<file path="src/rtl/clhm_pkg.sv">
// ----------------------------------------------------------------------------
// clhm_pkg
// Shared constants, types and helpers of the color level histogram mapper.
// ----------------------------------------------------------------------------
package clhm_pkg;

  // histogram geometry
  localparam int MAX_LEVELS  = 256;
  localparam int COUNT_WIDTH = 24;
  localparam int LEVEL_AW    = $clog2(MAX_LEVELS);

  // pixel channels
  localparam int PIX_W   = 8;
  localparam int NUM_CH  = 3;
  localparam int CH_W    = $clog2(NUM_CH);
  localparam logic [CH_W-1:0] LAST_CH = CH_W'(NUM_CH - 1);

  localparam logic [PIX_W-1:0] FULL_SCALE = {PIX_W{1'b1}};
  localparam logic [COUNT_WIDTH-1:0] CNT_MAX = {COUNT_WIDTH{1'b1}};

  // shared divider: one quotient bit per step
  localparam int DIV_STEPS = PIX_W;
  localparam int DIV_CW    = $clog2(DIV_STEPS);

  // register port
  localparam int PADDR_W = 4;
  localparam int PDATA_W = 32;

  localparam logic [1:0] REG_LEVELS = 2'd0;
  localparam logic [1:0] REG_BRIGHT = 2'd1;
  localparam logic [1:0] REG_DARK   = 2'd2;

  localparam logic [PIX_W-1:0] LEVELS_RST = 8'd8;
  localparam logic [PIX_W-1:0] BRIGHT_RST = 8'd32;
  localparam logic [PIX_W-1:0] DARK_RST   = 8'd20;

  typedef enum logic [1:0] {
    MODE_ACC  = 2'd0,
    MODE_MAP  = 2'd1,
    MODE_CLR  = 2'd2,
    MODE_NONE = 2'd3
  } mode_e;

  typedef enum logic [2:0] {
    ST_CLEAR,
    ST_IDLE,
    ST_STEP,
    ST_INDEX,
    ST_READ,
    ST_UPDATE,
    ST_FREQ,
    ST_OUT
  } state_e;

  typedef struct packed {
    logic [PIX_W-1:0] level_count;
    logic [PIX_W-1:0] bright_offset;
    logic [PIX_W-1:0] dark_offset;
  } cfg_t;

  typedef struct packed {
    logic                   start;
    logic [COUNT_WIDTH-1:0] num_hi;
    logic [PIX_W-1:0]       num_lo;
    logic [COUNT_WIDTH-1:0] den;
  } div_req_t;

  typedef struct packed {
    logic             done;
    logic [PIX_W-1:0] quo;
  } div_rsp_t;

  // saturating count increment
  function automatic logic [COUNT_WIDTH-1:0] sat_inc(input logic [COUNT_WIDTH-1:0] c);
    logic [COUNT_WIDTH-1:0] r;
    r = (c == CNT_MAX) ? c : c + 1'b1;
    return r;
  endfunction

endpackage

</file>
<file path="src/rtl/clhm_cfg.sv">
// ----------------------------------------------------------------------------
// clhm_cfg
// Configuration registers behind an APB-style port.
// ----------------------------------------------------------------------------
module clhm_cfg (
  input  logic                         clk_i,
  input  logic                         rst_ni,
  input  logic                         psel,
  input  logic                         penable,
  input  logic                         pwrite,
  input  logic [clhm_pkg::PADDR_W-1:0] paddr,
  input  logic [clhm_pkg::PDATA_W-1:0] pwdata,
  output logic [clhm_pkg::PDATA_W-1:0] prdata,
  output logic                         pready,
  output clhm_pkg::cfg_t               cfg_o
);
  import clhm_pkg::*;

  logic             wr;
  logic [1:0]       reg_idx;
  logic [PIX_W-1:0] levels_q, bright_q, dark_q;

  assign wr      = psel & penable & pwrite;
  assign reg_idx = paddr[PADDR_W-1:2];
  assign pready  = 1'b1;

  // register writes
  always_ff @(posedge clk_i or negedge rst_ni) begin
    if (!rst_ni) begin
      levels_q <= LEVELS_RST;
      bright_q <= BRIGHT_RST;
      dark_q   <= DARK_RST;
    end else if (wr) begin
      unique case (reg_idx)
        REG_LEVELS: levels_q <= pwdata[PIX_W-1:0];
        REG_BRIGHT: bright_q <= pwdata[PIX_W-1:0];
        REG_DARK:   dark_q   <= pwdata[PIX_W-1:0];
        default: ;
      endcase
    end
  end

  // read back
  always_comb begin
    unique case (reg_idx)
      REG_LEVELS: prdata = PDATA_W'(levels_q);
      REG_BRIGHT: prdata = PDATA_W'(bright_q);
      REG_DARK:   prdata = PDATA_W'(dark_q);
      default:    prdata = '0;
    endcase
  end

  assign cfg_o.level_count   = levels_q;
  assign cfg_o.bright_offset = bright_q;
  assign cfg_o.dark_offset   = dark_q;

endmodule

</file>
<file path="config.mk">
export PLATFORM = sky130hd
export DESIGN_NAME = clhm_cfg
export DESIGN_NICKNAME = d
export VERILOG_FILES = /design/src/rtl/clhm_pkg.sv /design/src/rtl/clhm_cfg.sv
export SDC_FILE = /design/constraint.sdc
export NUM_CORES = 1
export LEC_CHECK = 0
export ABC_AREA = 1
export BUFFER_PORTS_ARGS = -buffer_cell sky130_fd_sc_hd__buf_4
export CAP_MARGIN = 20
export CORE_ASPECT_RATIO = 1.4
export CORE_MARGIN = 1.5
export CORE_UTILIZATION = 40
export CTS_CLUSTER_SIZE = 25
export DETAILED_ROUTE_END_ITERATION = 16
export PLACE_DENSITY = 0.87
export SETUP_SLACK_MARGIN = 0.2
export SLEW_MARGIN = 20
export SYNTH_ARGS = -nofsm -noshare
export SYNTH_HDL_FRONTEND = slang
export SYNTH_SLANG_ARGS = --single-unit
</file>
<file path="constraint.sdc">
create_clock -name clk_i -period 1.1 [get_ports clk_i]
set_clock_uncertainty 0.2 [all_clocks]
set_input_delay 0.11 -clock clk_i [delete_from_list [all_inputs] [get_ports clk_i]]
set_output_delay 0.11 -clock clk_i [all_outputs]
set_load 0.01 [all_outputs]
</file>
**Word level (Yosys, flattened, before mapping)**

Index checks and enable logic that the tools add are counted.

- Add/subtract/negate cells: 0
- $mul: 0
- Div/mod/pow operators: 0
- Magnitude comparators: 0
- Equal/unequal tests: 2
- Shifts and indexed selects: 0
- Multiplexer cells: 1
- Bitwise gates (word level): 2
- Reduce and logical (&&, ||, !) cells: 4

Operators by type and width:

| operator | count |
|---|---|
| $pmux 8 s3 | 1 |
| $reduce_and 2->1 | 3 |
| $and 1x1->1 | 2 |
| $eq 2x1->1 const B | 1 |
| $eq 2x2->1 const B | 1 |
| $logic_not 2->1 | 1 |

- Register bits after elaboration: 24
- Bits in latches: 0
- RAM bits: 0
- Bits in read-only memories: 0
- Input port bits: 41
- Word-level logic and storage cells: 12
- Memories kept: 0

**Depth between registers and ports, before layout**

Gate-level depths: netlist of run 1.

- Word-level depth: 3
- Depth in mapped cells: 6
- Depth with buffers taken out: 6

**Worst setup path before layout of run 1**

OpenSTA, ideal clock, no wires.

- Kind: register to output
- From: register levels_q[3]
- To: output port prdata[3] in the netlist's numbering
- Arrival: 0.724 ns
- Slack: 0.066 ns
- Cell stages (with the launch flop): 3
- Buffers on the path: 0
- Cell sequence: dfstp_2 nand2_1 nand3_1

- Cells in the longest elaborated chain, start to end: 1

RTL lines:

| item | line | source |
|---|---|---|
| from (decl) | clhm_cfg.sv:21 | `logic [PIX_W-1:0] levels_q, bright_q, dark_q;` |
| from (signal assigned) | clhm_cfg.sv:35 | `REG_LEVELS: levels_q <= pwdata[PIX_W-1:0];` |
| $pmux 8 s3 | clhm_cfg.sv:45 | `unique case (reg_idx)` |
| to (decl) | clhm_cfg.sv:13 | `output logic [clhm_pkg::PDATA_W-1:0] prdata,` |

Every way passes these cells.

**Worst setup path after layout of run 1**

- From: register dark_q[4]
- To: output port prdata[4] in the netlist's numbering

- Cells in the longest elaborated chain, start to end: 1

RTL lines:

| item | line | source |
|---|---|---|
| from (decl) | clhm_cfg.sv:21 |  |
| from (signal assigned) | clhm_cfg.sv:37 | `REG_DARK: dark_q <= pwdata[PIX_W-1:0];` |
| $pmux 8 s3 | clhm_cfg.sv:45 |  |

Every way passes these cells.

==> results of run 1 <==
==> worst max path at each step <==
stage	to	cells past startpoint	slack (ns)
floorplan	prdata[3]	2	0.10
global route	prdata[4]	3	-0.30
global placement	prdata[6]	7	-0.06
CTS	prdata[4]	3	-0.27
finish	prdata[4]	3	-0.27
detailed placement	prdata[2]	7	-0.08
==> cells in the final DEF, fill, tap and decap left out <==
cell type,n
buf_4,22
clkbuf_8,3
inv_4,2
nand2_1,80
nor2_4,5
dfstp_2,4
dfrtp_1,20
nand3_2,9
bufinv_16,1
buf_6,55
nand2_2,20
conb_1,25
nand2_4,3
dlygate4sd3_1,1
inv_1,2
inv_2,1
==> critical path, delay by kind of cell (launching register included) <==
kind	cells	cell delay, ns
buffers and inverters	1	0.10
AND/OR/NAND/NOR	2	0.14
flip-flops	1	0.56
==> logic make-up after synthesis <==
kind of cell	Yosys count	synth area share
buf+inv	30	0.157
simple gates	117	0.376
flops	24	0.461
other cells	2	0.00572
==> final cells by class <==
class / count / area share
multi-input cells: 142 / 0.312
inverters: 5 / 0.0106
well taps: 39 / 0.0218
clock inverters: 1 / 0.0134
flip-flops and latches: 24 / 0.270
clock buffers: 3 / 0.0184
repair buffers: 78 / 0.354
==> registers in the layout (all words and copies together), names as in the netlist <==
register and flops:
dark_q 8, bright_q 8, levels_q 8
==> synth_stat cells (all sizes together) <==
cell type,count
nand2,103
buf,25
conb,2
inv,5
dfstp,4
dfrtp,20
nor2,5
nand3,9
==> layer usage <==
metal  part of all wire  global-route usage  wire [um]  vias to the layer above
met5                  0                   0          0                        -
met2               0.55               0.382       2230                       91
met1               0.34               0.222       1360                      645
li1                   -                   -          -                      633
met3              0.086              0.0295        346                       14
met4              0.027              0.0789        110                        0
==> where the power goes <==
part	total (mW)	switching, mW	leakage, nW	internal (mW)
Sequential	1.25	0.164	0.296	1.09
Clock	0.774	0.288	0.0357	0.486
Combinational	1.52	0.626	0.914	0.893
==> repair_timing <==
action | 4_1_cts | 5_1_grt
pin swaps | 16 | 18
resized for setup | 42 | 39
hold endpoints to repair | 48 | 24
setup endpoints to repair | 38 | 53
cloned | 0 | 0
buffers inserted | 13 | 10
==> run metrics, run 1 <==
fin util=0.718; die height=70.8 um; CTS clock-pin slew for the worst setup and hold paths=0.09 ns; vias in the first global route=1233; Cell variety after synth=13; DIE AREA=0.00364 sq mm; DP Cell Count=264; cell breakdown of the critical path=nand2_2, nand3_2, buf_6; total number of vias=1383; Worst R2R Start=dark_q[2]; Tot Pwr=3.54 mW; Synth Instances=173; Leak=1.25 nW; crit path time final=1.37 ns; dpl hpwl=2.42 mm; grt ovf=0; # DRC=0; pre-CTS WS=-0.0847 ns; post-synth top area cell=dfrtp_1; Skew-Pair Late Insertion Delay=0.26 ns; status=finished with violations; gr usage total=0.203; peak supply drop=1110 uV; Die X=51.4 um; final hold violations=24; Post-Route WL=4.04 mm; Clock Tree Buf Depth=2; violated checks=hold timing, setup timing; Rows=24; setup TNS after final layout=-4.41 ns; worst hold slack=-0.144 ns; # port buffers=46; share of the synthesized area in the top cell type=0.381; WL per Instance=13.8 um; non-filler cells, final=292; number of inserted diodes=0; max-cap viol count=0; Final Cycle Share=1.25; Crit. Startpoint=dark_q[4]; # fillers=231; Boundary Pins=98; CP max FO=3; CP max stage delay=0.56 ns; area grow syn2layout=70.9%; Post-layout nets=295; 1st-pass router iterations=4; CTS Buf Count=3; Final Instance Area=0.00224 sq mm; crit path DAT=1.06 ns; cts hold-fix bufs=1; worst hold path stage count=3; Starting Density=0.420; synthesized area per cell=7.59 sq um; flip-flop and latch area=606 sq um; cell area after synthesis=0.00131 sq mm; fmax=728 MHz; 1st-iter DRT viols=48; count of final setup violators=32; first-pass GRT wire length=5.54 mm; H-tree depth=1; layout cells sized above 1=0.494; core footprint=0.00312 sq mm; initial antenna violation count=0; placer's final routability congestion estimate=0.765; Root Buffer=clkbuf_8; Final Max Slew Viols=0; ranking of synthesized cells by area=dfrtp_1, nand2_1, buf_4; sink of the worst hold path=bright_q[1]; flops & latches, synth=24; WS Path Type=reg -> out; WP data required=0.79 ns; R2R Setup Slk=0.02 ns; clock sink count=24; largest net degree at the start of global routing=25; R2R cell count=4; placed instance area=0.00171 sq mm; hold path start=pwdata[1]; unrepaired setup endpoints after global routing=yes; Critical Path Start Type=register; final worst setup slack=-0.274 ns; Slowest-stage cell, CP=dfstp_2; sequential fraction of the synthesis area=0.461; antenna-violating nets left=0; RR Endpoint=dark_q[2]; CP Capture Type=output pin; CTS tree=yes; vias per inst=4.74; worst hold path type=in -> reg; area of the multi-input gates=699 sq um; power per cell area=1580 mW/mm^2; synth warn=0
No activity file was read; power rests on OpenSTA's default activity.
==> inputs of run 2 (changes only) <==
Settings changed: SETUP_SLACK_MARGIN 0.2 to not set.
==> run metrics, run 2 (synthesized netlist as in run 1, its figures left out) <==
dpl hpwl=2.29 mm (-5.6%); pre-CTS WS=-0.0986 ns (-0.0139 ns); Final Max Slew Viols=0 (unchanged); R2R Setup Slk=0 ns (-0.02 ns); WS Path Type=reg -> out; Post-Route WL=3.82 mm (-5.5%); Boundary Pins=98 (unchanged); final hold violations=0 (-100%); total number of vias=1308 (-5.4%); DIE AREA=0.00364 sq mm (unchanged); H-tree depth=1 (unchanged); area grow syn2layout=62.4%; Skew-Pair Late Insertion Delay=0.26 ns (about the same); 1st-iter DRT viols=31 (-35%); worst hold slack=0.0754 ns (+0.219 ns); CTS clock-pin slew for the worst setup and hold paths=0.08 ns (about the same); Tot Pwr=3.18 mW (-10%); max-cap viol count=0 (unchanged); fmax=734 MHz (+0.92%); CP max FO=2 (-1); 1st-pass router iterations=4 (unchanged); placed instance area=0.00170 sq mm (-0.88%); Worst R2R Start=dark_q[4]; RR Endpoint=dark_q[4]; Critical Path Start Type=register; CTS Buf Count=3 (unchanged); Clock Tree Buf Depth=2 (unchanged); vias per inst=4.40 (-7.0%); CTS tree=yes; Root Buffer=clkbuf_8; gr usage total=0.215 (+0.0118); antenna-violating nets left=0 (unchanged); unrepaired setup endpoints after global routing=yes; crit path time final=1.36 ns (-0.0126 ns); setup TNS after final layout=-3.82 ns (+0.583 ns); Rows=24 (unchanged); clock sink count=24 (unchanged); placer's final routability congestion estimate=0.758 (-0.88%); crit path DAT=1.05 ns (about the same); final worst setup slack=-0.262 ns (+0.0126 ns); Starting Density=0.420 (unchanged); Post-layout nets=300 (+1.7%); count of final setup violators=33 (+3.1%); # DRC=0 (unchanged); commonest non-fill, non-tap cells in the layout=nand2_1, buf_4, buf_6, conb_1, dfrtp_1; number of inserted diodes=0 (unchanged); status=finished with violations; Die X=51.4 um (unchanged); WL per Instance=12.9 um (-7.1%); power per cell area=1490 mW/mm^2 (-5.6%); Leak=1.21 nW (-3.2%); R2R cell count=4 (unchanged); vias in the first global route=1283 (+4.1%); CP Capture Type=output pin; core footprint=0.00312 sq mm (unchanged); layout cells sized above 1=0.399 (-0.0948); CP max stage delay=0.57 ns (about the same); biggest regs=bright_q: 8 flops, dark_q: 8 flops, levels_q: 8 flops; grt ovf=0 (unchanged); WP data required=0.79 ns (about the same); most common cell after layout, fill and taps aside=nand2_1; # port buffers=46 (unchanged); # fillers=257 (+11%); Final Instance Area=0.00213 sq mm (-5.0%); cell breakdown of the critical path=nand2_2, nand3_2, buf_6; largest net degree at the start of global routing=25 (unchanged); first-pass GRT wire length=5.84 mm (+5.5%); Slowest-stage cell, CP=dfstp_2; worst hold path type=in -> async; die height=70.8 um (unchanged); peak supply drop=1060 uV (-4.3%); violated checks=setup timing; initial antenna violation count=0 (unchanged); Final Cycle Share=1.24 (-0.0114)
-- run 2: what timing repair did --
action / in CTS / in global routing
pin swaps: 10 / 6
hold buffers: 9 / 0
hold endpoints to repair: 48 / 0
setup endpoints to repair: 32 / 33
setup buffers: 11 / 6
gates resized for setup: 28 / 19
-- run 2: cell type report --
cell class	count	area, sq um	area share
clock buffers	4	55.1	0.0258
flip-flops and latches	24	606	0.284
well taps	39	48.8	0.0229
repair buffers	83	785	0.368
inverters	5	18.8	0.00880
multi-input cells	142	619	0.290
-- run 2: metrics by stage --
stage / utilization / std cells
2_1_floorplan: - / 196
3_5_place_dp: 0.543 / 268
4_1_cts: 0.649 / 292
5_1_grt: 0.683 / 297
3_3_place_gp: 0.543 / 268
6_report: 0.683 / 297
-- run 2: worst max path at each step --
stage / startpoint / endpoint / slack (ns) / cells past startpoint
detailed placement: paddr[3] / bright_q[0] / -0.1 / 7
finish: levels_q[3] / prdata[3] / -0.26 / 3
CTS: levels_q[3] / prdata[3] / -0.26 / 3
floorplan: levels_q[3] / prdata[3] / 0.07 / 2
global route: levels_q[3] / prdata[3] / -0.30 / 3
global placement: paddr[3] / bright_q[4] / -0.07 / 7
-- run 2: report_power, final --
| part | internal [mW] | total, mW | switching, mW |
|---|---|---|---|
| logic | 0.779 | 1.33 | 0.554 |
| clock network | 0.319 | 0.592 | 0.273 |
| registers | 1.08 | 1.25 | 0.167 |
-- run 2: worst max-delay path, delay by kind of cell (launching register included) --
family                 cells  cell delay, ns
DFF                        1            0.57
and+or+nand+nor            2            0.12
buffers and inverters      1            0.10
-- run 2: metal layers --
metal  share of wire  global-route usage  wire [um]  vias to the layer above
li1                -                   -          -                      646
met1            0.39               0.268       1490                      594
met2            0.54               0.365       2050                       64
met3           0.064              0.0211        243                        4
met4           0.010               0.108         38                        0
met5               0                   0          0                        -
==> inputs of run 3 (changes only) <==
Settings changed: CORE_UTILIZATION 40 to 41, CTS_BUF_LIST set to sky130_fd_sc_hd__clkbuf_8, PLACE_DENSITY 0.87 to 0.89.
==> run metrics, run 3 (synthesized netlist as in run 1, its figures left out) <==
area grow syn2layout=64.3%; vias per inst=4.63 (+5.2%); commonest non-fill, non-tap cells in the layout=nand2_1, buf_6, buf_4, conb_1, dfrtp_1; fmax=724 MHz (-1.4%); worst hold path stage count=5; # DRC=0 (unchanged); Root Buffer=clkbuf_8; CP Capture Type=output pin; Starting Density=0.424 (+0.00408); # fillers=228 (-11%); initial antenna violation count=0 (unchanged); vias in the first global route=1264 (-1.5%); DP Cell Count=268 (unchanged); final worst setup slack=-0.280 ns (-0.0187 ns); count of final setup violators=32 (-3.0%); placer's final routability congestion estimate=0.785 (+3.5%); DIE AREA=0.00355 sq mm (-2.3%); WP data required=0.79 ns (about the same); Leak=1.22 nW (+1.4%); most common cell after layout, fill and taps aside=nand2_1; die height=69.9 um (-1.2%); crit path DAT=1.07 ns (+0.02 ns); core footprint=0.00309 sq mm (-0.96%); antenna-violating nets left=0 (unchanged); CP max FO=2 (unchanged); crit path time final=1.38 ns (+0.0187 ns); unrepaired setup endpoints after global routing=yes; clock sink count=24 (unchanged); # port buffers=46 (unchanged); first-pass GRT wire length=5.71 mm (-2.4%); total number of vias=1371 (+4.8%); max-cap viol count=0 (unchanged); 1st-pass router iterations=4 (unchanged); H-tree depth=1 (unchanged); Slowest-stage cell, CP=dfstp_2; CTS clock-pin slew for the worst setup and hold paths=0.08 ns (about the same); Rows=24 (unchanged); largest net degree at the start of global routing=25 (unchanged); CTS Buf Count=3 (unchanged); setup TNS after final layout=-4.01 ns (-0.191 ns); Critical Path Start Type=register; non-filler cells, final=296 (-0.34%); Clock Tree Buf Depth=2 (unchanged); worst hold path type=in -> reg; number of inserted diodes=0 (unchanged); CTS tree=yes; power per cell area=1490 mW/mm^2 (-0.13%); worst hold slack=0.0890 ns (+0.0136 ns); layout cells sized above 1=0.405 (+0.00544); Boundary Pins=98 (unchanged); WL per Instance=13.0 um (+0.92%); final hold violations=0 (unchanged); WS Path Type=reg -> out; violated checks=setup timing; CP max stage delay=0.55 ns (-0.02 ns); Die X=50.8 um (-1.1%); R2R cell count=4 (unchanged); cell breakdown of the critical path=nand2_2, nand3_2, buf_6; gr usage total=0.213 (-0.00207); Post-layout nets=299 (-0.33%); biggest regs=bright_q: 8 flops, dark_q: 8 flops, levels_q: 8 flops; peak supply drop=1220 uV (+14%); Post-Route WL=3.84 mm (+0.58%); Final Cycle Share=1.25 (+0.0170); 1st-iter DRT viols=40 (+29%); Skew-Pair Late Insertion Delay=0.27 ns (about the same); dpl hpwl=2.32 mm (+1.4%); grt ovf=0 (unchanged); status=finished with violations; Final Max Slew Viols=0 (unchanged)
run 3: worst paths after layout:
path,startpoint,endpoint,slack [ns]
hold / removal,penable,levels_q[3],0.09
setup reg to reg,dark_q[2],dark_q[2],0
hold reg to reg,levels_q[5],levels_q[5],0.33
min in group asynchronous,rst_ni,levels_q[5],0.10
max in group asynchronous,rst_ni,levels_q[3],0.31
setup / recovery,dark_q[4],prdata[4],-0.28
run 3: final cells by class:
type | instances | area [sq um] | area share
Timing Repair Buffer | 82 | 796 | 0.369
Inverter | 5 | 18.8 | 0.00871
Sequential cell | 24 | 606 | 0.281
Clock buffer | 4 | 55.1 | 0.0255
Multi-Input combinational cell | 142 | 632 | 0.293
Tap cell | 39 | 48.8 | 0.0226
run 3: worst max-delay path, delay by kind of cell (launching register included):
kind,cells,cell delay (ns)
simple gates,2,0.15
flops,1,0.55
buf+inv,1,0.10
run 3: metrics by stage:
step                      setup slack, ns   util  instance area [sq um]  power (mW)
after floorplan                    0.0656      -                   1400        1.66
after global placement            -0.0497  0.548                   1700        2.11
after detailed placement          -0.0791  0.548                   1700        2.14
after CTS                          -0.265  0.657                   2030        3.05
after global routing               -0.314  0.697                   2160        3.38
final                              -0.280  0.697                   2160        3.21
run 3: what timing repair did:
| item | in CTS | in global routing |
|---|---|---|
| pin swaps | 9 | 4 |
| setup buffers | 11 | 4 |
| endpoints found under the hold margin | 48 | 0 |
| setup endpoints to repair | 32 | 32 |
| hold buffers | 9 | 0 |
| gates resized for setup | 29 | 24 |
run 3: power breakdown:
part | total, mW | internal, mW | switching, mW
Combinational | 1.36 | 0.794 | 0.563
Sequential | 1.25 | 1.09 | 0.162
Clock | 0.605 | 0.320 | 0.285
run 3: per-layer routing:
layer,part of all wire,global-route usage,vias to the layer above
li1,-,-,645
met1,0.38,0.269,634
met2,0.50,0.345,75
met3,0.072,0.0256,17
met4,0.045,0.126,0
met5,0,0,-
