[config.mk]
export PLATFORM = sky130hd
export DESIGN_NAME = clhm_div
export DESIGN_NICKNAME = d
export VERILOG_FILES = /design/src/rtl/clhm_pkg.sv /design/src/rtl/clhm_div.sv
export SDC_FILE = /design/constraint.sdc
export NUM_CORES = 1
export LEC_CHECK = 0
export CAP_MARGIN = 20
export CELL_PAD_IN_SITES_DETAIL_PLACEMENT = 1
export CELL_PAD_IN_SITES_GLOBAL_PLACEMENT = 1
export CORE_MARGIN = 2
export CORE_UTILIZATION = 50
export CTS_BUF_LIST = sky130_fd_sc_hd__clkbuf_4 sky130_fd_sc_hd__clkbuf_8 sky130_fd_sc_hd__clkbuf_16
export DETAILED_ROUTE_END_ITERATION = 7
export DONT_BUFFER_PORTS = 1
export PLACE_DENSITY = 0.91
export SYNTH_ARGS = -nofsm -noshare
export SYNTH_HDL_FRONTEND = slang
export SYNTH_SLANG_ARGS = --single-unit
[constraint.sdc]
create_clock -name clk_i -period 3.4 [get_ports clk_i]
set_input_delay 0.34 -clock clk_i [delete_from_list [all_inputs] [get_ports clk_i]]
set_output_delay 0.34 -clock clk_i [all_outputs]
set_load 0.1 [all_outputs]
[src/rtl/clhm_pkg.sv]
// ----------------------------------------------------------------------------
// clhm_pkg
// Shared constants, types and helpers of the color level histogram mapper.
// ----------------------------------------------------------------------------
package clhm_pkg;

  // histogram geometry
  localparam int MAX_LEVELS  = 256;
  localparam int COUNT_WIDTH = 24;
  localparam int LEVEL_AW    = $clog2(MAX_LEVELS);

  // pixel channels
  localparam int PIX_W   = 8;
  localparam int NUM_CH  = 3;
  localparam int CH_W    = $clog2(NUM_CH);
  localparam logic [CH_W-1:0] LAST_CH = CH_W'(NUM_CH - 1);

  localparam logic [PIX_W-1:0] FULL_SCALE = {PIX_W{1'b1}};
  localparam logic [COUNT_WIDTH-1:0] CNT_MAX = {COUNT_WIDTH{1'b1}};

  // shared divider: one quotient bit per step
  localparam int DIV_STEPS = PIX_W;
  localparam int DIV_CW    = $clog2(DIV_STEPS);

  // register port
  localparam int PADDR_W = 4;
  localparam int PDATA_W = 32;

  localparam logic [1:0] REG_LEVELS = 2'd0;
  localparam logic [1:0] REG_BRIGHT = 2'd1;
  localparam logic [1:0] REG_DARK   = 2'd2;

  localparam logic [PIX_W-1:0] LEVELS_RST = 8'd8;
  localparam logic [PIX_W-1:0] BRIGHT_RST = 8'd32;
  localparam logic [PIX_W-1:0] DARK_RST   = 8'd20;

  typedef enum logic [1:0] {
    MODE_ACC  = 2'd0,
    MODE_MAP  = 2'd1,
    MODE_CLR  = 2'd2,
    MODE_NONE = 2'd3
  } mode_e;

  typedef enum logic [2:0] {
    ST_CLEAR,
    ST_IDLE,
    ST_STEP,
    ST_INDEX,
    ST_READ,
    ST_UPDATE,
    ST_FREQ,
    ST_OUT
  } state_e;

  typedef struct packed {
    logic [PIX_W-1:0] level_count;
    logic [PIX_W-1:0] bright_offset;
    logic [PIX_W-1:0] dark_offset;
  } cfg_t;

  typedef struct packed {
    logic                   start;
    logic [COUNT_WIDTH-1:0] num_hi;
    logic [PIX_W-1:0]       num_lo;
    logic [COUNT_WIDTH-1:0] den;
  } div_req_t;

  typedef struct packed {
    logic             done;
    logic [PIX_W-1:0] quo;
  } div_rsp_t;

  // saturating count increment
  function automatic logic [COUNT_WIDTH-1:0] sat_inc(input logic [COUNT_WIDTH-1:0] c);
    logic [COUNT_WIDTH-1:0] r;
    r = (c == CNT_MAX) ? c : c + 1'b1;
    return r;
  endfunction

endpackage

[src/rtl/clhm_div.sv]
// ----------------------------------------------------------------------------
// clhm_div
// Shared restoring divider, one quotient bit per cycle, 8-bit quotient.
// A quotient that does not fit in 8 bits saturates to all ones.
// ----------------------------------------------------------------------------
module clhm_div (
  input  logic                clk_i,
  input  logic                rst_ni,
  input  clhm_pkg::div_req_t  req_i,
  output clhm_pkg::div_rsp_t  rsp_o
);
  import clhm_pkg::*;

  logic                   busy_q, busy_d;
  logic                   done_q, done_d;
  logic [DIV_CW-1:0]      cnt_q, cnt_d;
  logic                   ovf_q, ovf_d;
  logic [COUNT_WIDTH-1:0] rem_q, rem_d;
  logic [COUNT_WIDTH-1:0] den_q, den_d;
  logic [PIX_W-1:0]       lo_q, lo_d;
  logic [PIX_W-1:0]       quo_q, quo_d;
  logic [COUNT_WIDTH:0]   trial;
  logic [COUNT_WIDTH:0]   diff;
  logic                   fit;

  // one trial subtraction per cycle
  always_comb begin
    busy_d = busy_q;
    done_d = 1'b0;
    cnt_d  = cnt_q;
    ovf_d  = ovf_q;
    rem_d  = rem_q;
    den_d  = den_q;
    lo_d   = lo_q;
    quo_d  = quo_q;
    trial  = {rem_q, lo_q[PIX_W-1]};
    diff   = trial - {1'b0, den_q};
    fit    = (trial >= {1'b0, den_q});
    if (req_i.start) begin
      rem_d  = req_i.num_hi;
      lo_d   = req_i.num_lo;
      den_d  = req_i.den;
      ovf_d  = (req_i.num_hi >= req_i.den);
      quo_d  = '0;
      cnt_d  = '0;
      busy_d = 1'b1;
    end else if (busy_q) begin
      rem_d = fit ? diff[COUNT_WIDTH-1:0] : trial[COUNT_WIDTH-1:0];
      lo_d  = {lo_q[PIX_W-2:0], 1'b0};
      quo_d = {quo_q[PIX_W-2:0], fit};
      cnt_d = cnt_q + 1'b1;
      if (cnt_q == DIV_CW'(DIV_STEPS - 1)) begin
        busy_d = 1'b0;
        done_d = 1'b1;
      end
    end
  end

  // control registers
  always_ff @(posedge clk_i or negedge rst_ni) begin
    if (!rst_ni) begin
      busy_q <= 1'b0;
      done_q <= 1'b0;
      cnt_q  <= '0;
    end else begin
      busy_q <= busy_d;
      done_q <= done_d;
      cnt_q  <= cnt_d;
    end
  end

  // datapath registers
  always_ff @(posedge clk_i) begin
    ovf_q <= ovf_d;
    rem_q <= rem_d;
    den_q <= den_d;
    lo_q  <= lo_d;
    quo_q <= quo_d;
  end

  assign rsp_o.done = done_q;
  assign rsp_o.quo  = ovf_q ? FULL_SCALE : quo_q;

endmodule

Word level (Yosys, flattened, before mapping)
Cells that the tools add are included.

word-level totals
  flip-flop bits (word level) = 70
  latch bits = 0
  bits in writable memories = 0
  ROM bits = 0
  input bits = 59
  output and inout bits = 9
  memories kept = 0

operators by class
  $add $sub $neg = 2
  multipliers = 0
  divide/modulo/power cells = 0
  order comparisons = 2
  eq/ne operators = 1
  shift-type cells = 0
  muxes and demuxes = 14
  bitwise operators = 0
  reduce and logical (&&, ||, !) cells = 1

operator list
  operator                                                        number
  24-bit 2-to-1 mux                                               3
  25-bit by 24-bit >= comparator with 1-bit output                1
  24-bit >= comparator                                            1
  8-bit 2-to-1 mux                                                3
  24-bit subtractor                                               1
  1-bit 2-to-1 mux                                                6
  3-bit 2-to-1 mux                                                2
  3-bit by 1-bit adder with 3-bit output (second input constant)  1
  3-bit equality test (second input constant)                     1
  2-bit nonzero test                                              1

Longest topological paths before layout
Gate-level depths: netlist of the first run.

  word-level depth = 4
  depth in mapped cells = 12
  gate-level depth less buffers = 12

Worst setup path before layout of the first run
No wires, ideal clock.

  kind = register to register
  start = register lo_q[7]
  end = register rem_q[12] (data pin)
  setup time = 0.270 ns
  arrival time = 2.473 ns
  path slack = 0.657 ns
  cell stages (with the launch flop) = 13
  buffers on the path = 0
  clock period less this slack = 2.743 ns
  cells stage by stage = edfxtp_1 > inv_1 > ha_1 > inv_1 > fa_1 > a21o_1 > a221oi_1 > o211ai_1 > a31o_2 > a21oi_1 > xnor2_1 > mux2i_1 > a21oi_1

on the way
  cells in the longest elaborated chain, start to end = 4
  elaborated cells between the ends (all ways) = 5

RTL lines
  item                                                                                          line                            RTL
  start, declared                                                                               clhm_div.sv:20                  logic [PIX_W-1:0] lo_q, lo_d;
  start signal, assigned                                                                        clhm_div.sv:77                  lo_q <= lo_d;
  24-bit subtractor / 25-bit by 24-bit >= comparator with 1-bit output (equally long branches)  clhm_div.sv:37, clhm_div.sv:38
  24-bit 2-to-1 mux *                                                                           clhm_div.sv:48                  rem_d = fit ? diff[COUNT_WIDTH-1:0] : trial[COUNT_WIDTH-1:0];
  24-bit 2-to-1 mux *                                                                           clhm_div.sv:47                  end else if (busy_q) begin
  24-bit 2-to-1 mux *                                                                           clhm_div.sv:39                  if (req_i.start) begin
  via rem_d[12]                                                                                 clhm_div.sv:18                  logic [COUNT_WIDTH-1:0] rem_q, rem_d;
  end signal, assigned                                                                          clhm_div.sv:75                  rem_q <= rem_d;
  end, declared                                                                                 clhm_div.sv:18

The timed path passes the listed nets; every way through them passes the cells marked *. The select of a mux whose other input is x is not followed.
A chain may end at the register's enable or synchronous reset.

Worst setup path in the final report of the first run
Same ends and word-level chain as after synthesis.

==> results of run 1 <==
final cells by class:
cell class | count | area (sq um)
well taps | 129 | 161.4
inverters | 60 | 225.2
clock inverters | 5 | 35.03
fillers | 1032 | 4169
multi-input cells | 337 | 2552
repair buffers | 3 | 25.02
flip-flops and latches | 70 | 1997
clock buffers | 11 | 162.7
through the flow:
stage,total power (W),utilization [%],area (sq um),std cells
final,0.004298,55.31,5159,615
after global routing,0.004574,55.31,5159,615
after CTS,0.004257,55.21,5150,614
after detailed placement,0.003542,52.98,4942,597
after global placement,0.003395,52.98,4942,597
after floorplan,0.003120,-,4856,480
layout by cell type (no fill, tap or decap), types with 3 or more instances in the layout:
cell type and count:
inv_1 58, dfxtp_1 8, edfxtp_1 57, and3_1 4, nand4_1 4, o21ai_0 16
dfrtp_1 5, nor2_1 46, nor2b_1 3, xor2_1 6, or2_2 8, a21o_1 14
nand2_1 23, a211oi_1 6, xnor2_1 13, mux2_2 8, ha_1 50, mux2i_1 30
o211ai_1 4, a21oi_1 39, nor3_1 6, o21ai_1 7, clkbuf_8 10, nand3_1 6
per-layer routing:
metal	up-vias	global-route usage [%]	share of wire, %
li1	1726	-	-
met1	1809	27.62	40
met2	90	45.85	52
met3	36	5.627	5.1
met4	0	11.49	3.5
met5	-	0	0
timing repair:
action                                 4_1_cts  5_1_grt
setup endpoints to repair                    0        4
resized for setup                            0        0
endpoints found under the hold margin        5        0
hold buffers                                 1        0
registers in the layout, indices dropped and copies added (netlist names):
signal  count
den_q      24
done_q      1
cnt_q       3
rem_q      24
ovf_q       1
busy_q      1
lo_q        8
quo_q       8
power by group through the flow:
stage | logic [W] | registers, W | clock network, W
6_report | 0.00232 | 0.00129 | 0.000688
5_1_grt | 0.00253 | 0.00131 | 0.000730
4_1_cts | 0.00227 | 0.00129 | 0.000700
3_5_place_dp | 0.00224 | 0.00131 | 0
3_3_place_gp | 0.00211 | 0.00128 | 0
2_1_floorplan | 0.00186 | 0.00126 | 0
kinds of logic after synthesis:
group	after synthesis
mux	38
fa+ha+maj	51
simple gates	111
buf+inv	74
flops	70
compound gates	117
xor+xnor	19
synthesized netlist by cell type, types with 3 or more instances:
cell,instances
nand4_1,4
xor2_1,6
and3_1,4
buf_6,3
a21oi_1,39
or2_2,8
nor2_1,46
o211ai_1,4
mux2i_1,30
a211oi_1,6
clkbuf_1,5
a21o_1,14
inv_1,58
nor2b_1,3
o21ai_1,7
nand2_1,23
dfxtp_1,8
nor3_1,6
mux2_2,8
dfrtp_1,5
ha_1,50
edfxtp_1,57
nand3_1,6
o21ai_0,16
xnor2_1,13
critical path, stage by stage, from the launching register on:
cell	delay, ps
edfxtp_1	360
inv_1	80
ha_1	170
inv_1	60
fa_1	400
a21o_1	230
a221oi_1	520
o211ai_1	290
a31o_2	310
a21oi_1	180
xnor2_1	90
mux2i_1	140
a21oi_1	90
final timing paths:
path,endpoint,slack [ps]
max in group asynchronous,done_q$_DFF_PN0_,2930
setup reg to reg,rem_q[12]$_DFFE_PP_,220
hold reg to reg,quo_q[7]$_SDFFE_PP0P_,520
hold / removal,cnt_q[0]$_DFFE_PN0P_,50
setup / recovery,rem_q[12]$_DFFE_PP_,220
min in group asynchronous,cnt_q[1]$_DFFE_PN0P_,270
==> results_tabular.tex, run 1 <==
\begin{tabular}{lr}
\hline
Metric & Value \\
\hline
\multicolumn{2}{l}{\textbf{Setup path}} \\
Length in cells of the worst reg-to-reg path & 12 \\
Startpoint of the worst register-to-register path & lo\_q[7]\$\_DFFE\_PP\_ \\
Crit end category & flop \\
Worst setup path start & lo\_q[7]\$\_DFFE\_PP\_ \\
Sort of element at the start of the critical path & flop \\
Largest driver fanout on the critical path & 3 \\
Arrival time of the worst setup path & $\sim$3300 ps \\
Worst EP required & 3490 ps \\
Class of the most critical setup path & reg2reg \\
\multicolumn{2}{l}{\textbf{Synthesis}} \\
Largest cells by area after synthesis & edfxtp\_1 35\%, ha\_1 13\%, mux2i\_1 6.2\%, inv\_1 4.5\%, a21oi\_1 4.0\% \\
Xor/xnor share of the synthesized area & 3.427\% \\
Post-synthesis net count & 590 \\
Compound-cell area share of the yosys netlist & 16.72\% \\
Share of cell area taken by muxes after synthesis & under 10\% \\
Post-Syn Area per Cell & 10.12 sq um \\
Share of flip-flops with an asynchronous set or reset & 7.143\% \\
Number of distinct library cells after synthesis & 67 \\
Synth Area in Adders & 13.30\% \\
Number of instances in the synthesized netlist & 480 \\
Syn Std Cell Area & 4856 sq um \\
Number of flops mapped to enable cells by yosys & 57 \\
Basic-gate share of the synthesized area counting and, or, nand and nor cells & 10.90\% \\
Register area share after synthesis & 41.12\% \\
Ys flop type & edfxtp\_1 \\
\#FFs+latches synth & 70 \\
Fraction of synthesized cell area taken by the top area cell type & 35.25\% \\
Warning count from the yosys run & 0 \\
Library cell occupying the most area in the post-synthesis netlist & edfxtp\_1 \\
Main combinational cell family by area after synthesis & compound AO/OA/AOI/OAI gates \\
\multicolumn{2}{l}{\textbf{Timing}} \\
Setup Viol. Count Final & 0 \\
Crit path time final & 3177 ps \\
Ratio of final minimum period to clock period & 93.43\% \\
Worst-margin pin slew & 864.0 ps \\
Worst Setup Slack, final & 223.3 ps \\
Total negative slack & 0 ps \\
Post-route clock skew & 11.45 ps \\
Worst Hold Margin & 52.12 ps \\
Max Slew Vio Count & 0 \\
Unrepaired setup endpoints after global routing & false \\
Final-report hold violation count & 0 \\
Achievable clock frequency & 314.8 MHz \\
Worst slew margin relative to its limit & 42.44\% \\
\multicolumn{2}{l}{\textbf{Route}} \\
Overall routed net length & 12770 microns \\
Residual DRC count & 0 \\
First-pass DRT Iterations & 5 \\
Number of DRC markers in iteration 0 & 137 \\
Number of vias per cell & 5.953 \\
Antenna-violating nets left & 0 \\
DR WL/cell & 20.76 microns \\
Vias after detailed routing & 3661 \\
\multicolumn{2}{l}{\textbf{Clock network}} \\
Total number of clock tree sinks & 70 \\
H-tree levels & 3 \\
Clock tree root buffer cell & clkbuf\_8 \\
Buffers from clock root to sink, at most & 2 \\
Setup repair bufs after CTS & 0 \\
TritonCTS clock tree & yes \\
Clock buffers created by TritonCTS & 9 \\
Clock latency of the later-clocked register in the worst-skew pair & 350 ps \\
Clock transition at path regs & 80 ps \\
\multicolumn{2}{l}{\textbf{Floorplanning}} \\
Number of placement rows & 35 \\
I/O pin cnt & around 70 \\
Die outline area & 10520 sq um \\
Area of the core & 9328 sq um \\
Initial Utilization & 52.06\% \\
Y dimension of the die & 102.6 microns \\
Die X & 102.6 microns \\
\multicolumn{2}{l}{\textbf{Global route}} \\
Global-route wire length before repair & 19910 microns \\
Number of global-route vias before repair & 4063 \\
Total global-route track usage & 25.08\% \\
Antenna violations before repair & 0 \\
Global route overflow & 0 \\
Largest net degree at the start of global routing & 65 \\
\multicolumn{2}{l}{\textbf{Min path}} \\
Worst hold path startpoint & req\_i[56] \\
Hold WC Path Type & in2reg \\
Worst Hold Path Cells & 1 \\
\multicolumn{2}{l}{\textbf{Run}} \\
Count of max-cap constraint violations & 0 \\
\multicolumn{2}{l}{\textbf{Power}} \\
Internal cell power & approximately 0.0024 W \\
Portion of total power attributed to combinational logic & 54.0\% \\
Leakage power figure & 2.393 nW \\
Pwr Density & 833.2 nW/um\^{}2 \\
Switch share & 43.13\% \\
Sequential Power Share & 30.0\% \\
Proportion of power drawn by the clock network & 16.0\% \\
Worst supply voltage drop on vdd & 0.3723 mV \\
Switch Pwr & between 0.0015 and 0.002 W \\
\multicolumn{2}{l}{\textbf{Final layout}} \\
Count of inserted antenna diode cells & 0 \\
Layout Area Growth over Synthesis & 6.236\% \\
Share of post-route cells with drive strength above 1 & a little over a tenth \\
Layout net count & 591 \\
\multicolumn{2}{l}{\textbf{Place}} \\
Worst setup slack before clock tree synthesis & 233.9 ps \\
Final weighted congestion in routability-driven placement & between 0.8 and 0.9 \\
Detail Placement HPWL & $\sim$9500 microns \\
Port buffer count & 0 \\
\multicolumn{2}{l}{\textbf{Outcome}} \\
Outcome & complete, no violations \\
\hline
\end{tabular}
Power figures use the tool's default switching activity.
==> inputs of run 2 (changes only) <==
--- a/config.mk
+++ b/config.mk
@@ -9,11 +9,11 @@
 export CELL_PAD_IN_SITES_DETAIL_PLACEMENT = 1
 export CELL_PAD_IN_SITES_GLOBAL_PLACEMENT = 1
 export CORE_MARGIN = 2
-export CORE_UTILIZATION = 50
-export CTS_BUF_LIST = sky130_fd_sc_hd__clkbuf_4 sky130_fd_sc_hd__clkbuf_8 sky130_fd_sc_hd__clkbuf_16
+export CORE_UTILIZATION = 52
+export CTS_BUF_LIST = sky130_fd_sc_hd__clkbuf_4
 export DETAILED_ROUTE_END_ITERATION = 7
 export DONT_BUFFER_PORTS = 1
-export PLACE_DENSITY = 0.91
+export PLACE_DENSITY = 0.94
 export SYNTH_ARGS = -nofsm -noshare
 export SYNTH_HDL_FRONTEND = slang
 export SYNTH_SLANG_ARGS = --single-unit
==> run 2 against run 1 <==
Against the previous run:
- flip-flop and latch count did not move
- total power fell by 0.19%
- sequential power barely moved
- hold slack got worse by 32 ps
- core utilization rose by 3.0 points
- critical endpoint unchanged
- largest cell class unchanged
- highest routed layer unchanged
==> results_tabular.tex, run 2 (synthesized netlist as in run 1, its figures left out) <==
\begin{tabular}{lr}
\hline
Metric & Value \\
\hline
\multicolumn{2}{l}{\textbf{Outcome}} \\
Outcome & complete, no violations \\
\multicolumn{2}{l}{\textbf{Floorplanning}} \\
Die outline area & 10130 sq um (-3.7\%) \\
Number of placement rows & 35 (unchanged) \\
Y dimension of the die & 100.6 microns (-1.9\%) \\
Area of the core & 9153 sq um (-1.9\%) \\
Initial Utilization & 53.06\% (+1.0 points) \\
Die X & 100.6 microns (-1.9\%) \\
I/O pin cnt & 68 (unchanged) \\
\multicolumn{2}{l}{\textbf{Setup path}} \\
Sort of element at the start of the critical path & flop \\
Class of the most critical setup path & reg2reg \\
Max stage delay cell, worst path & o21ai\_2 \\
Critical path's top delay family & compound AO/OA/AOI/OAI gates \\
Sum of buffers and inverters on the critical path & 0 (-2) \\
Largest driver fanout on the critical path & 11 (+8) \\
Arrival time of the worst setup path & 3430 ps (+160 ps) \\
Delay contributed by the slowest stage of the critical path & 700 ps (+180 ps) \\
Crit end category & flop \\
Cell seen most often among critical-path stages & o21ai\_2 \\
Worst EP required & 3590 ps (+100 ps) \\
Cell chain of the critical path & ha\_1 > nand2\_1 > o21ai\_0 > a2bb2oi\_1 > o21ai\_2 > nor3\_4 > o21ai\_2 > mux2i\_1 > a21oi\_1 \\
\multicolumn{2}{l}{\textbf{Place}} \\
Detail Placement HPWL & 9060 microns (-4.2\%) \\
Port buffer count & 0 (unchanged) \\
Worst setup slack before clock tree synthesis & 195.5 ps (-38.44 ps) \\
Final weighted congestion in routability-driven placement & 0.8794 (+6.3\%) \\
\multicolumn{2}{l}{\textbf{Route}} \\
DR WL/cell & 23.18 microns (+12\%) \\
First-pass DRT Iterations & 6 (+1) \\
Vias after detailed routing & 3979 (+8.7\%) \\
Antenna-violating nets left & 0 (unchanged) \\
Number of vias per cell & 6.377 (+7.1\%) \\
Overall routed net length & 14460 microns (+13\%) \\
Residual DRC count & 0 (unchanged) \\
Number of DRC markers in iteration 0 & 278 (+100\%) \\
\multicolumn{2}{l}{\textbf{Timing}} \\
Post-route clock skew & 29.27 ps (+17.82 ps) \\
Unrepaired setup endpoints after global routing & false \\
Worst-margin pin slew & 891.9 ps (+27.90 ps) \\
Total negative slack & 0 ps (unchanged) \\
Achievable clock frequency & 308.7 MHz (-1.9\%) \\
Ratio of final minimum period to clock period & 95.29\% (+1.9 points) \\
Final-report hold violation count & 0 (unchanged) \\
Worst slew margin relative to its limit & 40.53\% (-1.9 points) \\
Max Slew Vio Count & 0 (unchanged) \\
Worst Setup Slack, final & 160.2 ps (-63.16 ps) \\
Crit path time final & 3240 ps (+63.16 ps) \\
Worst Hold Margin & 20.47 ps (-31.65 ps) \\
Setup Viol. Count Final & 0 (unchanged) \\
\multicolumn{2}{l}{\textbf{Clock network}} \\
TritonCTS clock tree & yes \\
H-tree levels & 3 (unchanged) \\
Clock latency of the later-clocked register in the worst-skew pair & 460 ps (+110 ps) \\
Clock buffers created by TritonCTS & 9 (unchanged) \\
Clock tree root buffer cell & clkbuf\_4 \\
Buffers from clock root to sink, at most & 2 (unchanged) \\
Number of gates resized after cts & 0 (unchanged) \\
Total number of clock tree sinks & 70 (unchanged) \\
Setup repair bufs after CTS & 0 (unchanged) \\
Clock transition at path regs & 130 ps (+50 ps) \\
\multicolumn{2}{l}{\textbf{Final layout}} \\
Most frequent cells in the layout & 58 x inv\_1, 57 x edfxtp\_1, 50 x ha\_1 \\
Layout Area Growth over Synthesis & 9.972\% \\
Layout net count & 618 (+4.6\%) \\
Register area & 1997 sq um (unchanged) \\
Multi-input gate area & 2552 sq um (unchanged) \\
Count of inserted antenna diode cells & 0 (unchanged) \\
Largest registers & den\_q (24), rem\_q (24) \\
Commonest non-fill, non-tap cell in the layout & inv\_1 \\
Filler instances & 1004 (-2.7\%) \\
Core Util, Final & 58.35\% (+3.0 points) \\
Share of post-route cells with drive strength above 1 & 10.53\% (-0.38 points) \\
\multicolumn{2}{l}{\textbf{Power}} \\
Portion of total power attributed to combinational logic & 57.7\% (+3.7 points) \\
Internal cell power & 0.002300 W (-5.9\%) \\
Sequential Power Share & 30.1\% (about the same) \\
Worst supply voltage drop on vdd & 0.4835 mV (+30\%) \\
Pwr Density & 803.4 nW/um\^{}2 (-3.6\%) \\
Switch Pwr & 0.001991 W (+7.4\%) \\
Proportion of power drawn by the clock network & 12.2\% (-3.8 points) \\
Leakage power figure & 2.468 nW (+3.1\%) \\
Switch share & 46.40\% (+3.3 points) \\
\multicolumn{2}{l}{\textbf{Global route}} \\
Antenna violations before repair & 0 (unchanged) \\
Largest net degree at the start of global routing & 37 (-43\%) \\
Global-route wire length before repair & 21750 microns (+9.3\%) \\
Number of global-route vias before repair & 4256 (+4.8\%) \\
Total global-route track usage & 28.08\% (+3.0 points) \\
Global route overflow & 0 (unchanged) \\
\multicolumn{2}{l}{\textbf{Min path}} \\
Hold WC Path Type & in2reg \\
\multicolumn{2}{l}{\textbf{Run}} \\
Count of max-cap constraint violations & 0 (unchanged) \\
\hline
\end{tabular}
## run 2: cell types whose count changed in the layout (fill, tap and decap cells not counted)
cell | before | now
dlygate4sd3_1 | 1 | 27
clkbuf_8 | 10 | 0
clkinv_4 | 0 | 1
buf_12 | 0 | 1
inv_4 | 2 | 0
clkinvlp_4 | 0 | 2
clkbuf_4 | 0 | 10
clkbuf_16 | 1 | 0
## run 2: metrics by stage
step                std cells  power, W  instance area (sq um)
floorplan                 480  0.003120                   4856
global placement          579  0.003385                   4920
detailed placement        579  0.003541                   4920
CTS                       622  0.004098                   5321
global route              624  0.004524                   5340
finish                    624  0.004290                   5340
## run 2: power by group through the flow
stage	clock, W	combinational (W)	sequential, W
floorplan	0	0.00186	0.00126
global placement	0	0.00210	0.00128
detailed placement	0	0.00224	0.00130
CTS	0.000505	0.00231	0.00129
global route	0.000554	0.00266	0.00131
finish	0.000523	0.00247	0.00129
## run 2: final cells by class
cell class,count,share of cell area (%)
well taps,111,2.601
flip-flops and latches,70,37.39
inverters,60,4.217
repair buffers,30,5.717
clock buffers,10,1.406
clock inverters,6,0.8669
multi-input cells,337,47.80
## run 2: worst register-to-register path: cells and delay by family, from the launching register on
family                     cells  cell delay, ps
AOI/OAI and AO/OA              5            1640
adders and majority gates      1             420
DFF                            1             450
muxes                          1             280
and+or+nand+nor                2             210
## run 2: per-layer routing
layer,up-vias,wire (microns),global-route usage (%)
li1,1798,-,-
met1,1953,5568,31.60
met2,176,7352,49.08
met3,52,873,6.727
met4,0,669,14.86
met5,-,0,0
## run 2: final timing paths
path	to	depth (start not counted)	from	slack (ps)
max	rem_q[12]$_DFFE_PP_	9	rem_q[15]$_DFFE_PP_	160
min	den_q[17]$_DFFE_PP_	0	req_i[56]	20
max reg2reg	rem_q[12]$_DFFE_PP_	9	rem_q[15]$_DFFE_PP_	160
min reg2reg	quo_q[7]$_SDFFE_PP0P_	2	quo_q[7]$_SDFFE_PP0P_	510
max in group asynchronous	busy_q$_DFF_PN0_	1	rst_ni	3040
min in group asynchronous	cnt_q[1]$_DFFE_PN0P_	1	rst_ni	170
## run 2: repair_timing
action,CTS,global route
hold buffers,27,1
hold endpoints to repair,58,1
setup endpoints to repair,0,18
